File: src/hdl/spf_div.sv
// Restoring divider that produces one quotient bit per cycle.
// Depends on nothing; used by the factorizer top level.
module spf_div #(
  parameter int W = 17
) (
  input  logic         clk_i,
  input  logic         rst_ni,
  input  logic         start_i,
  input  logic [W-1:0] dividend_i,
  input  logic [W-1:0] divisor_i,
  output logic         done_o,
  output logic [W-1:0] quotient_o
);

  localparam int CW = $clog2(W);

  logic [W-1:0]  rem_q, rem_d;
  logic [W-1:0]  quo_q, quo_d;
  logic [W-1:0]  div_q, div_d;
  logic [CW-1:0] cnt_q, cnt_d;
  logic          busy_q, busy_d;
  logic          done_q, done_d;
  logic [W:0]    shifted;
  logic [W:0]    trial;

  always_comb begin
    shifted = {rem_q, quo_q[W-1]};
    trial   = shifted - {1'b0, div_q};
    rem_d   = rem_q;
    quo_d   = quo_q;
    div_d   = div_q;
    cnt_d   = cnt_q;
    busy_d  = busy_q;
    done_d  = 1'b0;
    if (start_i) begin
      rem_d  = '0;
      quo_d  = dividend_i;
      div_d  = divisor_i;
      cnt_d  = '0;
      busy_d = 1'b1;
    end else if (busy_q) begin
      if (trial[W]) begin
        rem_d = shifted[W-1:0];
        quo_d = {quo_q[W-2:0], 1'b0};
      end else begin
        rem_d = trial[W-1:0];
        quo_d = {quo_q[W-2:0], 1'b1};
      end
      cnt_d = cnt_q + CW'(1);
      if (cnt_q == CW'(W - 1)) begin
        busy_d = 1'b0;
        done_d = 1'b1;
      end
    end
  end

  always_ff @(posedge clk_i or negedge rst_ni) begin
    if (!rst_ni) begin
      busy_q <= 1'b0;
      done_q <= 1'b0;
      cnt_q  <= '0;
    end else begin
      busy_q <= busy_d;
      done_q <= done_d;
      cnt_q  <= cnt_d;
    end
  end

  always_ff @(posedge clk_i) begin
    rem_q <= rem_d;
    quo_q <= quo_d;
    div_q <= div_d;
  end

  assign done_o     = done_q;
  assign quotient_o = quo_q;

endmodule

File: config.mk
export PLATFORM = sky130hd
export DESIGN_NAME = spf_div
export DESIGN_NICKNAME = d
export VERILOG_FILES = /design/src/hdl/spf_div.sv
export SDC_FILE = /design/constraint.sdc
export NUM_CORES = 1
export LEC_CHECK = 0
export BUFFER_PORTS_ARGS = -buffer_cell sky130_fd_sc_hd__buf_4
export CAP_MARGIN = 20
export CORE_ASPECT_RATIO = 1.75
export CORE_MARGIN = 4
export CORE_UTILIZATION = 40
export CTS_BUF_LIST = sky130_fd_sc_hd__clkbuf_16
export DETAILED_ROUTE_END_ITERATION = 16
export PLACE_DENSITY_LB_ADDON = 0.1
export SKIP_LAST_GASP = 1
export SLEW_MARGIN = 20
export SYNTH_ARGS = -nofsm -noshare
export SYNTH_HDL_FRONTEND = slang
export SYNTH_SLANG_ARGS = --single-unit
export TNS_END_PERCENT = 100
File: constraint.sdc
create_clock -name clk_i -period 5.5 [get_ports clk_i]
set_input_delay 1.1 -clock clk_i [delete_from_list [all_inputs] [get_ports clk_i]]
set_output_delay 1.1 -clock clk_i [all_outputs]
set_load 0.005 [all_outputs]
==> results.md, run 1 <==
* Core Area at 0.00867 sq mm
* Largest cells by area after synthesis: edfxtp_1 29%, dfxtp_1 9.6%, ha_1 6.7%
* Reg2reg end: rem_q[14]
* Wirelength per Cell at 16.5 um
* Worst skew pair latency at 0.33 ns
* Fin cells at 513
* CP Buf/Inv Count at 1
* Final period util at 56.9%
* Setup violations, final at 0
* # Max-Cap Violations at 0
* Largest net degree at the start of global routing at 62
* Final WL at 8450 um
* Synth unique cells at 65
* Most frequent cells in the layout: 55 x buf_4, 34 x edfxtp_1, 31 x nor2_1
* Initial Util at 41.1%
* First drt pass iteration count at 6
* Most common cell after layout, fill and taps aside: buf_4
* Cell family with most CP delay: compound AO/OA/AOI/OAI gates
* Gr usage total at 17.4%
* Pwr Density at 457 mW/mm^2
* Clk sinks at 58
* Number of global-route vias before repair at 2934
* Crit path kind: reg2reg
* Final nets at 448
* Post-DP HPWL at 6110 um
* Slew HR at 29.9%
* Dpl cells at 497
* Static Leak at 0.00177 uW
* Port bufs at 54
* GRT overflow at 0
* Post-synth EDFFs at 34
* Post-CTS setup buffers at 0
* Initial antenna violation count at 0
* CTS H-tree depth at 3
* Final ANT Viol Nets at 0
* Hold crit path type: reg2reg
* Area grow syn2layout at 22.8%
* Ys async rst share at 12.1%
* Status: finished clean
* DIE WIDTH at 79.3 um
* Synth Area in Simple Gates at 15.1%
* Site row count at 45
* CTS tree: yes
* Remaining DRCs at 0
* Ys Warns at 0
* Endpoint, Worst Hold: rem_q[2]
* Via density at 5.54
* Xor/xnor share of the synthesized area at 2.71%
* Post-synthesis average cell area at 10.5 sq um
* Num CTS Buffers at 9
* Fin. Hold Viols at 0
* FF-to-FF setup slack at 2.37 ns
* Final TNS setup at 0 ns
* Adder-cell share of the synthesized area at 7.24%
* Worst hold start: rem_q[2]
* Cell Chain, Critical Path: inv_1 -> ha_1 -> a21oi_4 -> o21ai_2 -> a221o_1 -> o31ai_2 -> nand2_1 -> a2111oi_1
* Crit. End Element: flop
* Layout cells sized above 1 at 30.1%
* Worst Clk Skew at 0.00755 ns
* Worst Path Max Fanout at 13
* Area leader, netlist: edfxtp_1
* Area fraction of the dominant cell type after synthesis at 28.7%
* Reg2Reg Depth at 8
* Reg2Reg Launch Point: div_q[12]
* Worst path max stage delay at 0.91 ns
* Worst EP required at 5.72 ns
* Hold-fix buffers at CTS at 0
* Crit path time final at 3.13 ns
* Antenna Cells at 0
* Placer Congestion at 0.800
* Synth Instances at 340
* Die Height at 133 um
* Peak VDD IR at 0.000238 V
* Clk slew on worst S/H paths at 0.06 ns
* Drt first-iter violations at 115
* Boundary Pins at 55
* Die ar. at 0.0105 sq mm
* Largest family of logic cells by synthesized area: compound AO/OA/AOI/OAI gates
* Yosys reg bits at 58
* Fmax at 319 MHz
* Hold Path Depth at 2
* Post-cts resize count at 0
* Post-Syn Area at 0.00356 sq mm
* Startpoint Class: flop
* Most used DFF post-synth: edfxtp_1
* RSZ-0062 raised after global routing: no
* Post-synthesis sequential area ratio at 43.2%
* Root Buffer: clkbuf_16
* Global-route wire length before repair at 14100 um
* Slowest stage cell, crit path: o31ai_2
* Critical Path AT at 3.35 ns
* Via count at 2843
* Final slew viol count at 0
* Clock Tree Buf Depth at 2
* Net Count, Synth at 397
* Multiplexer area fraction after synthesis at 5.34%
* Worst-margin pin slew at 1.05 ns
* Post-synthesis compound-gate area fraction at 21.7%
-- stage by stage --
stage | utilization [%] | worst slack (ns) | cell area, sq um | hold slack, ns | power, uW
4_1_cts | 50.4 | 2.31 | 4370 | 0.505 | 2020
3_3_place_gp | 46.6 | 2.37 | 4040 | 0.491 | 1380
2_1_floorplan | - | 3.17 | 3560 | 0.469 | 1200
3_5_place_dp | 46.7 | 2.35 | 4050 | 0.498 | 1410
5_1_grt | 50.4 | 2.13 | 4370 | 0.531 | 2130
6_report | 50.4 | 2.37 | 4370 | 0.504 | 2000
-- metal layers --
layer | up-vias | share of wire, % | track usage [%]
met1 | 1362 | 38 | 18.1
met5 | - | 0 | 0
li1 | 1389 | - | -
met2 | 75 | 54 | 30.6
met3 | 17 | 5.3 | 5.72
met4 | 0 | 3.2 | 8.99
-- state kept, by name (all words and copies together) (netlist names) --
register    count
cnt_q           5
rem_q          17
busy_q          1
div_q          17
done_o          1
quotient_o     17
-- cells in the mapped netlist (4+ instances only) --
cell type	number
o21ai_0	18
a311oi_2	9
xnor2_1	6
o21ai_2	5
nor2_1	31
a21o_1	5
xor2_1	5
nand3_1	10
edfxtp_1	34
o21ai_1	4
inv_1	23
ha_1	19
nand4_1	11
o21a_1	4
nand2_1	18
clkbuf_1	10
nand2b_1	6
dfrtp_1	7
dfxtp_1	17
a21oi_1	15
mux2_2	16
o211ai_1	4
-- layout make-up --
| class | count | area [sq um] |
|---|---|---|
| Sequential cell | 58 | 1540 |
| Fill cell | 869 | 4300 |
| Clock buffer | 9 | 225 |
| Clock inverter | 7 | 93.8 |
| Timing Repair Buffer | 56 | 428 |
| Inverter | 23 | 86.3 |
| Multi-Input combinational cell | 243 | 1850 |
| Tap cell | 117 | 146 |
-- worst reg2reg max path, cell delays in order, from the launching register on --
cell and delay [ns]:
edfxtp_1 0.32, inv_1 0.04, ha_1 0.38, a21oi_4 0.20
o21ai_2 0.11, a221o_1 0.40, o31ai_2 0.91, nand2_1 0.28
a2111oi_1 0.39
-- logic make-up (layout without fill, tap and decap cells) --
family	after synthesis	after routing
xor+xnor	11	11
fa+ha+maj	20	20
compound gates	94	94
mux	17	17
flops	58	58
buf+inv	39	95
simple gates	101	101
-- how the worst max path moves through the flow --
stage	from	endpoint	slack (ns)	cells past startpoint
after floorplan	rem_q[9]	rem_q[5]	3.17	8
after global placement	div_q[12]	rem_q[14]	2.37	8
after detailed placement	div_q[10]	rem_q[14]	2.35	8
after CTS	div_q[12]	rem_q[14]	2.31	8
after global routing	div_q[15]	rem_q[16]	2.13	8
final	div_q[12]	rem_q[14]	2.37	8
-- report_power, final --
| group | internal [uW] | leakage (uW) | switching (uW) |
|---|---|---|---|
| sequential | 546 | 0.000577 | 59.6 |
| combinational | 348 | 0.00104 | 446 |
| clock | 396 | 0.000157 | 203 |
| total | 1290 | 0.00177 | 709 |
Power figures use the tool's default switching activity.
==> run 2: changes to the inputs <==
- ABC_AREA: unset -> 1
- clock period: 5.5 -> 2.5 ns (I/O delays scaled with it)
==> run 2 against run 1 <==
Against the previous run:
- non-clock buffer count increased by 4
- cell count increased by 31%
- clock power up 79%
- sequential power grew 110%
- highest routed layer unchanged
==> results.md, run 2 <==
* Status: finished clean
* Core Area at 0.00878 sq mm (+1.3%)
* Final WL at 8690 um (+2.9%)
* Port bufs at 54 (unchanged)
* RSZ-0062 raised after global routing: no
* Worst skew pair latency at 0.33 ns (about the same)
* Root Buffer: clkbuf_16
* Synth Instances at 489 (+44%)
* Hold Path Depth at 1 (-1)
* Number of global-route vias before repair at 3135 (+6.9%)
* Post-CTS setup buffers at 0 (unchanged)
* Crit. End Element: flop
* Dpl cells at 656 (+32%)
* Endpoint, Worst Hold: div_q[8]
* Post-synthesis compound-gate area fraction at 3.37% (-18 points)
* Die Height at 134 um (+0.97%)
* Layout cells sized above 1 at 18.2% (-12 points)
* Largest net degree at the start of global routing at 23 (-63%)
* Via density at 4.68 (-16%)
* Final ANT Viol Nets at 0 (unchanged)
* Largest cells by area after synthesis: edfxtp_1 28%, nand2_1 18%, dfxtp_1 9.4%
* Peak VDD IR at 0.000477 V (+100%)
* Most frequent cells in the layout: 179 x nand2_1, 88 x inv_1, 59 x buf_4
* Gr usage total at 17.6% (+0.17 points)
* DIE WIDTH at 80.0 um (+0.93%)
* Area leader, netlist: edfxtp_1
* Worst setup margin at 0.359 ns (-2.01 ns)
* Synth Area in Simple Gates at 34.5% (+19 points)
* Post-DP HPWL at 6730 um (+10%)
* Via count at 3151 (+11%)
* Post-synth EDFFs at 34 (unchanged)
* CTS H-tree depth at 3 (unchanged)
* Final TNS setup at 0 ns (unchanged)
* Clk slew on worst S/H paths at 0.05 ns (about the same)
* Drt first-iter violations at 110 (-4.3%)
* # Max-Cap Violations at 0 (unchanged)
* FF-to-FF setup slack at 0.36 ns (-2.01 ns)
* Num CTS Buffers at 9 (unchanged)
* Crit path kind: reg2reg
* Fin. Hold Viols at 0 (unchanged)
* Most frequent cell after synthesis: nand2_1
* Boundary Pins at 55 (unchanged)
* Slew HR at 58.7% (+29 points)
* Placer Congestion at 0.882 (+10%)
* Post-synthesis average cell area at 7.43 sq um (-29%)
* Ys async rst share at 12.1% (unchanged)
* Multiplexer area fraction after synthesis at 0% (-5.3 points)
* Critical Path AT at 2.41 ns (-0.94 ns)
* Worst hold slack at 0.346 ns (-0.159 ns)
* Clock Tree Buf Depth at 2 (unchanged)
* Area fraction of the dominant cell type after synthesis at 28.1% (-0.58 points)
* Worst hold start: divisor_i[8]
* Worst Path Max Fanout at 15 (+2)
* Xor/xnor share of the synthesized area at 1.93% (-0.78 points)
* CTS tree: yes
* Net Count, Synth at 546 (+38%)
* Synth cell count leaders: 179 x nand2_1, 86 x inv_1, 50 x nand3_1
* Final nets at 608 (+36%)
* First drt pass iteration count at 4 (-2)
* Remaining DRCs at 0 (unchanged)
* GRT overflow at 0 (unchanged)
* Clk sinks at 58 (unchanged)
* Reg2reg end: rem_q[5]
* Adder-cell share of the synthesized area at 7.09% (-0.15 points)
* Final slew viol count at 0 (unchanged)
* Setup violations, final at 0 (unchanged)
* Worst EP required at 2.77 ns (-2.95 ns)
* Fmax at 467 MHz (+46%)
* Antenna Cells at 0 (unchanged)
* Cell Chain, Critical Path: inv_1 -> ha_1 -> nand2_2 -> inv_1 -> nand2_1 -> nand2_1 -> inv_1 -> nand3_2 -> nand2_4 -> nand2_4 -> nand2_4 -> nand2_4 -> nand2_1 -> nand3_1 -> nand2_1
* Hold crit path type: in2reg
* Site row count at 45 (unchanged)
* Fin cells at 673 (+31%)
* Area grow syn2layout at 22.1%
* Initial Util at 41.4% (+0.31 points)
* Final period util at 85.6% (+29 points)
* Worst path max stage delay at 0.36 ns (-0.55 ns)
* Worst-margin pin slew at 0.619 ns (-0.427 ns)
* Pwr Density at 893 mW/mm^2 (+95%)
* Global-route wire length before repair at 14400 um (+2.1%)
* Startpoint Class: flop
* Slowest stage cell, crit path: edfxtp_1
* Most used DFF post-synth: edfxtp_1
* Crit path time final at 2.14 ns (-0.991 ns)
* Post-Syn Area at 0.00363 sq mm (+2.1%)
* Initial antenna violation count at 0 (unchanged)
* Dpl ws at 0.343 ns (-2.01 ns)
* Post-synthesis sequential area ratio at 42.3% (-0.88 points)
* Most common cell after layout, fill and taps aside: nand2_1
* Reg2Reg Launch Point: div_q[8]
* Synth unique cells at 31 (-52%)
* Wirelength per Cell at 12.9 um (-22%)
* Die ar. at 0.0107 sq mm (+1.9%)
* Largest family of logic cells by synthesized area: simple AND/OR/NAND/NOR gates
* Yosys reg bits at 58 (unchanged)
* Static Leak at 0.00240 uW (+35%)
* Worst Clk Skew at 0.00335 ns (-0.00421 ns)
* Reg2Reg Depth at 15 (+7)
* Ys Warns at 0 (unchanged)
## run 2: changes by cell type after synthesis, sizes merged, moves of 9 or more
cell	change
mux2	-16
nand2	+178
nor2	-14
a311oi	-12
nand3	+43
inv	+66
nand4	-9
o21ai	-19
## run 2: metrics by stage
| stage | area (sq um) | utilization, % | power, uW |
|---|---|---|---|
| floorplan | 3630 | - | 2520 |
| global placement | 4160 | 47.4 | 2910 |
| detailed placement | 4160 | 47.4 | 2910 |
| CTS | 4440 | 50.5 | 4010 |
| global route | 4440 | 50.5 | 4290 |
| finish | 4440 | 50.5 | 3960 |
## run 2: power by group
| group | leakage (uW) | internal, uW | switching, uW |
|---|---|---|---|
| clock | 0.000138 | 657 | 417 |
| combinational | 0.00168 | 609 | 999 |
| sequential | 0.000584 | 1170 | 111 |
| total | 0.00240 | 2440 | 1530 |
## run 2: area by class of cell
| class | count | area, sq um |
|---|---|---|
| multi-input combinational | 333 | 1700 |
| inverter | 89 | 334 |
| timing repair buffer | 60 | 453 |
| sequential | 58 | 1540 |
| tap | 117 | 146 |
| clock inverter | 7 | 38.8 |
| fill | 917 | 4350 |
| clock buffer | 9 | 225 |
## run 2: layer usage
metal	wire (um)	up-vias	track usage [%]
met4	327	0	9.12
met3	392	26	4.84
met5	0	-	0
li1	-	1650	-
met2	4800	72	32.0
met1	3170	1403	17.8
## run 2: worst max-delay path by stage
stage | start | endpoint | slack [ns]
after global routing | div_q[10] | rem_q[0] | 0.15
after global placement | div_q[10] | rem_q[5] | 0.37
after detailed placement | div_q[10] | rem_q[5] | 0.34
after floorplan | quotient_o[16] | rem_q[12] | 0.66
after CTS | div_q[10] | rem_q[5] | 0.32
final | div_q[8] | rem_q[5] | 0.36
## run 2: timing repair
item,in CTS,in global routing
gates resized for setup,0,0
hold endpoints to repair,7,0
hold buffers,1,0
endpoints found under the setup margin,0,0
## run 2: cells by family (layout without fill, tap and decap cells)
logic type,count (synthesis),in the layout
compound gates,23,23
flops,58,58
fa+ha+maj,20,20
buf+inv,98,165
simple gates,282,282
xor+xnor,8,8
## run 2: worst max-delay path, delay by kind of cell (launching register included)
family,cells,cell delay (ns)
adders and majority gates,1,0.28
buffers and inverters,3,0.20
DFF,1,0.36
and+or+nand+nor,11,1.24
==> run 3: changes to the inputs <==
- clock period: 2.5 -> 2.8 ns (I/O delays scaled with it)
==> run 3 against run 2 <==
Against the previous run:
- sequential power fell by 11%
- non-clock buffer count down 3
- largest cell class unchanged
- fmax decreased by 1.7%
- highest routed layer unchanged
- first-iteration DRC count up 49%
- die area is the same
- setup slack improved by 0.26 ns
- register-to-register slack better by 0.26 ns
- critical path type unchanged
- utilization up 0.33 points
- global-route usage rose by 0.16 points
- combinational power decreased by 11%
==> results.md, run 3 (synthesized netlist as in run 2, its figures left out) <==
* Fmax at 459 MHz (-1.7%)
* CP Launch Point: div_q[10]
* Combined area of the multi-input logic cells at 0.00170 sq mm (unchanged)
* Drt first-iter violations at 164 (+49%)
* Fin util at 50.9% (+0.33 points)
* CTS tree: yes
* Post-CTS setup buffers at 0 (unchanged)
* Boundary Pins at 55 (unchanged)
* Crit. End Element: flop
* Placed Instance Area at 0.00415 sq mm (-0.36%)
* Die Height at 134 um (unchanged)
* Fin. Hold Viols at 0 (unchanged)
* Core Area at 0.00878 sq mm (unchanged)
* Port bufs at 54 (unchanged)
* Int Power at 2360 uW (-3.2%)
* Flop pwr share at 30.4% (-1.9 points)
* Worst Path Max Fanout at 15 (unchanged)
* Placer Congestion at 0.939 (+6.5%)
* Global-route wire length before repair at 14800 um (+2.3%)
* Fin area at 0.00447 sq mm (+0.65%)
* Most common cell after layout, fill and taps aside: nand2_1
* Status: finished clean
* Worst EP required at 3.02 ns (+0.25 ns)
* Worst-margin pin slew at 0.631 ns (+0.0121 ns)
* Most frequent cells in the layout: 179 x nand2_1, 86 x inv_1, 57 x buf_4
* Slew HR at 57.9% (-0.80 points)
* DIE WIDTH at 80.0 um (unchanged)
* Worst path max stage delay at 0.34 ns (-0.02 ns)
* Number of global-route vias before repair at 3251 (+3.7%)
* Dpl ws at 0.597 ns (+0.254 ns)
* Final nets at 605 (-0.49%)
* Gr usage total at 17.8% (+0.16 points)
* Pwr Density at 841 mW/mm^2 (-5.9%)
* Root Buffer: clkbuf_16
* Final ANT Viol Nets at 0 (unchanged)
* GRT overflow at 0 (unchanged)
* Area grow syn2layout at 22.9%
* Die ar. at 0.0107 sq mm (unchanged)
* Post-cts resize count at 0 (unchanged)
* Startpoint Class: flop
* Hold crit path type: in2async
* Cell Chain, Critical Path: inv_1 -> ha_1 -> nand2_1 -> nand2_1 -> nand2_1 -> nand3_2 -> a21oi_2 -> nand3_4 -> nand2_4 -> nand2_1 -> nand3_1 -> nand2_1
* RSZ-0062 raised after global routing: no
* # Max-Cap Violations at 0 (unchanged)
* Reg2Reg Launch Point: div_q[10]
* Hold-fix buffers at CTS at 0 (-1)
* Via density at 4.80 (+2.4%)
* Final period util at 77.8% (-7.9 points)
* Switching power at 1400 uW (-8.6%)
* Via count at 3213 (+2.0%)
* Clock power share at 31.1% (+4.0 points)
* Clock Tree Buf Depth at 2 (unchanged)
* Site row count at 45 (unchanged)
* FF+latch area at 0.00154 sq mm (unchanged)
* Peak VDD IR at 0.000343 V (-28%)
* Sw frac at 37.2% (-1.4 points)
* Clk sinks at 58 (unchanged)
* CTS H-tree depth at 3 (unchanged)
* Setup violations, final at 0 (unchanged)
* Wirelength per Cell at 13.1 um (+1.5%)
* Initial antenna violation count at 0 (unchanged)
* Post-DP HPWL at 6780 um (+0.77%)
* Worst Clk Skew at 0.00632 ns (+0.00297 ns)
* Slowest stage cell, crit path: ha_1
* Initial Util at 41.4% (unchanged)
* Crit path time final at 2.18 ns (+0.0362 ns)
* Layout cells sized above 1 at 18.1% (-0.082 points)
* Crit path kind: reg2reg
* Static Leak at 0.00240 uW (about the same)
* Final WL at 8780 um (+1.0%)
* Worst setup margin at 0.623 ns (+0.264 ns)
* Final slew viol count at 0 (unchanged)
* Num CTS Buffers at 9 (unchanged)
* Comb pwr share at 38.5% (-2.1 points)
* First drt pass iteration count at 4 (unchanged)
* CP most frequent cell: nand2_1
* Largest net degree at the start of global routing at 39 (+70%)
* Critical Path AT at 2.40 ns (about the same)
* Worst skew pair latency at 0.33 ns (about the same)
* Final TNS setup at 0 ns (unchanged)
* Remaining DRCs at 0 (unchanged)
* Antenna Cells at 0 (unchanged)
* Filler instances at 946 (+3.2%)
* Clk slew on worst S/H paths at 0.06 ns (about the same)
## run 3: cell types whose count changed in the layout (fill, tap and decap cells not counted), sizes merged
cell / delta
clkinvlp: +1
bufinv: +2
buf: -2
clkinv: -2
dlygate4sd3: -1
inv: -1
## run 3: metrics by stage
| stage | cells | hold slack, ns | total power, uW |
|---|---|---|---|
| finish | 670 | 0.0318 | 3750 |
| global route | 670 | 0.0270 | 4040 |
| CTS | 670 | 0.0284 | 3790 |
| detailed placement | 654 | 0.379 | 2600 |
| global placement | 654 | 0.379 | 2600 |
| floorplan | 489 | 0.264 | 2250 |
## run 3: path summary, 6_finish.rpt
kind | endpoint | slack (ns) | cells past startpoint
max | rem_q[1] | 0.62 | 12
min | cnt_q[4] | 0.03 | 1
max reg2reg | rem_q[1] | 0.62 | 12
min reg2reg | rem_q[7] | 0.47 | 2
max in group asynchronous | cnt_q[0] | 2.64 | 1
min in group clk_i | div_q[0] | 0.41 | 1
## run 3: layer usage
layer  GRT usage [%]  routed length [um]  part of all wire [%]
met1            18.1                3190                    36
met2            32.3                4780                    54
met3            4.10                 455                   5.2
met4            9.87                 358                   4.1
met5               0                   0                     0
## run 3: power by group through the flow
stage	sequential (uW)	combinational [uW]	clock, uW
after floorplan	1130	1120	0
after global placement	1160	1440	0
after detailed placement	1150	1450	0
after CTS	1140	1460	1190
after global routing	1160	1650	1230
final	1140	1440	1170
## run 3: critical path, delay by kind of cell, from the launching register on
family | cells | cell delay [ns]
adders and majority gates | 1 | 0.34
DFF | 1 | 0.32
buffers and inverters | 1 | 0.04
and+or+nand+nor | 9 | 1.07
AOI/OAI and AO/OA | 1 | 0.29
## run 3: layout make-up
type	count	share of cell area (%)
clock buffers	9	5.04
inverters	89	7.48
well taps	117	3.28
repair buffers	57	9.58
flip-flops and latches	58	34.4
clock inverters	7	2.07
multi-input cells	333	38.2
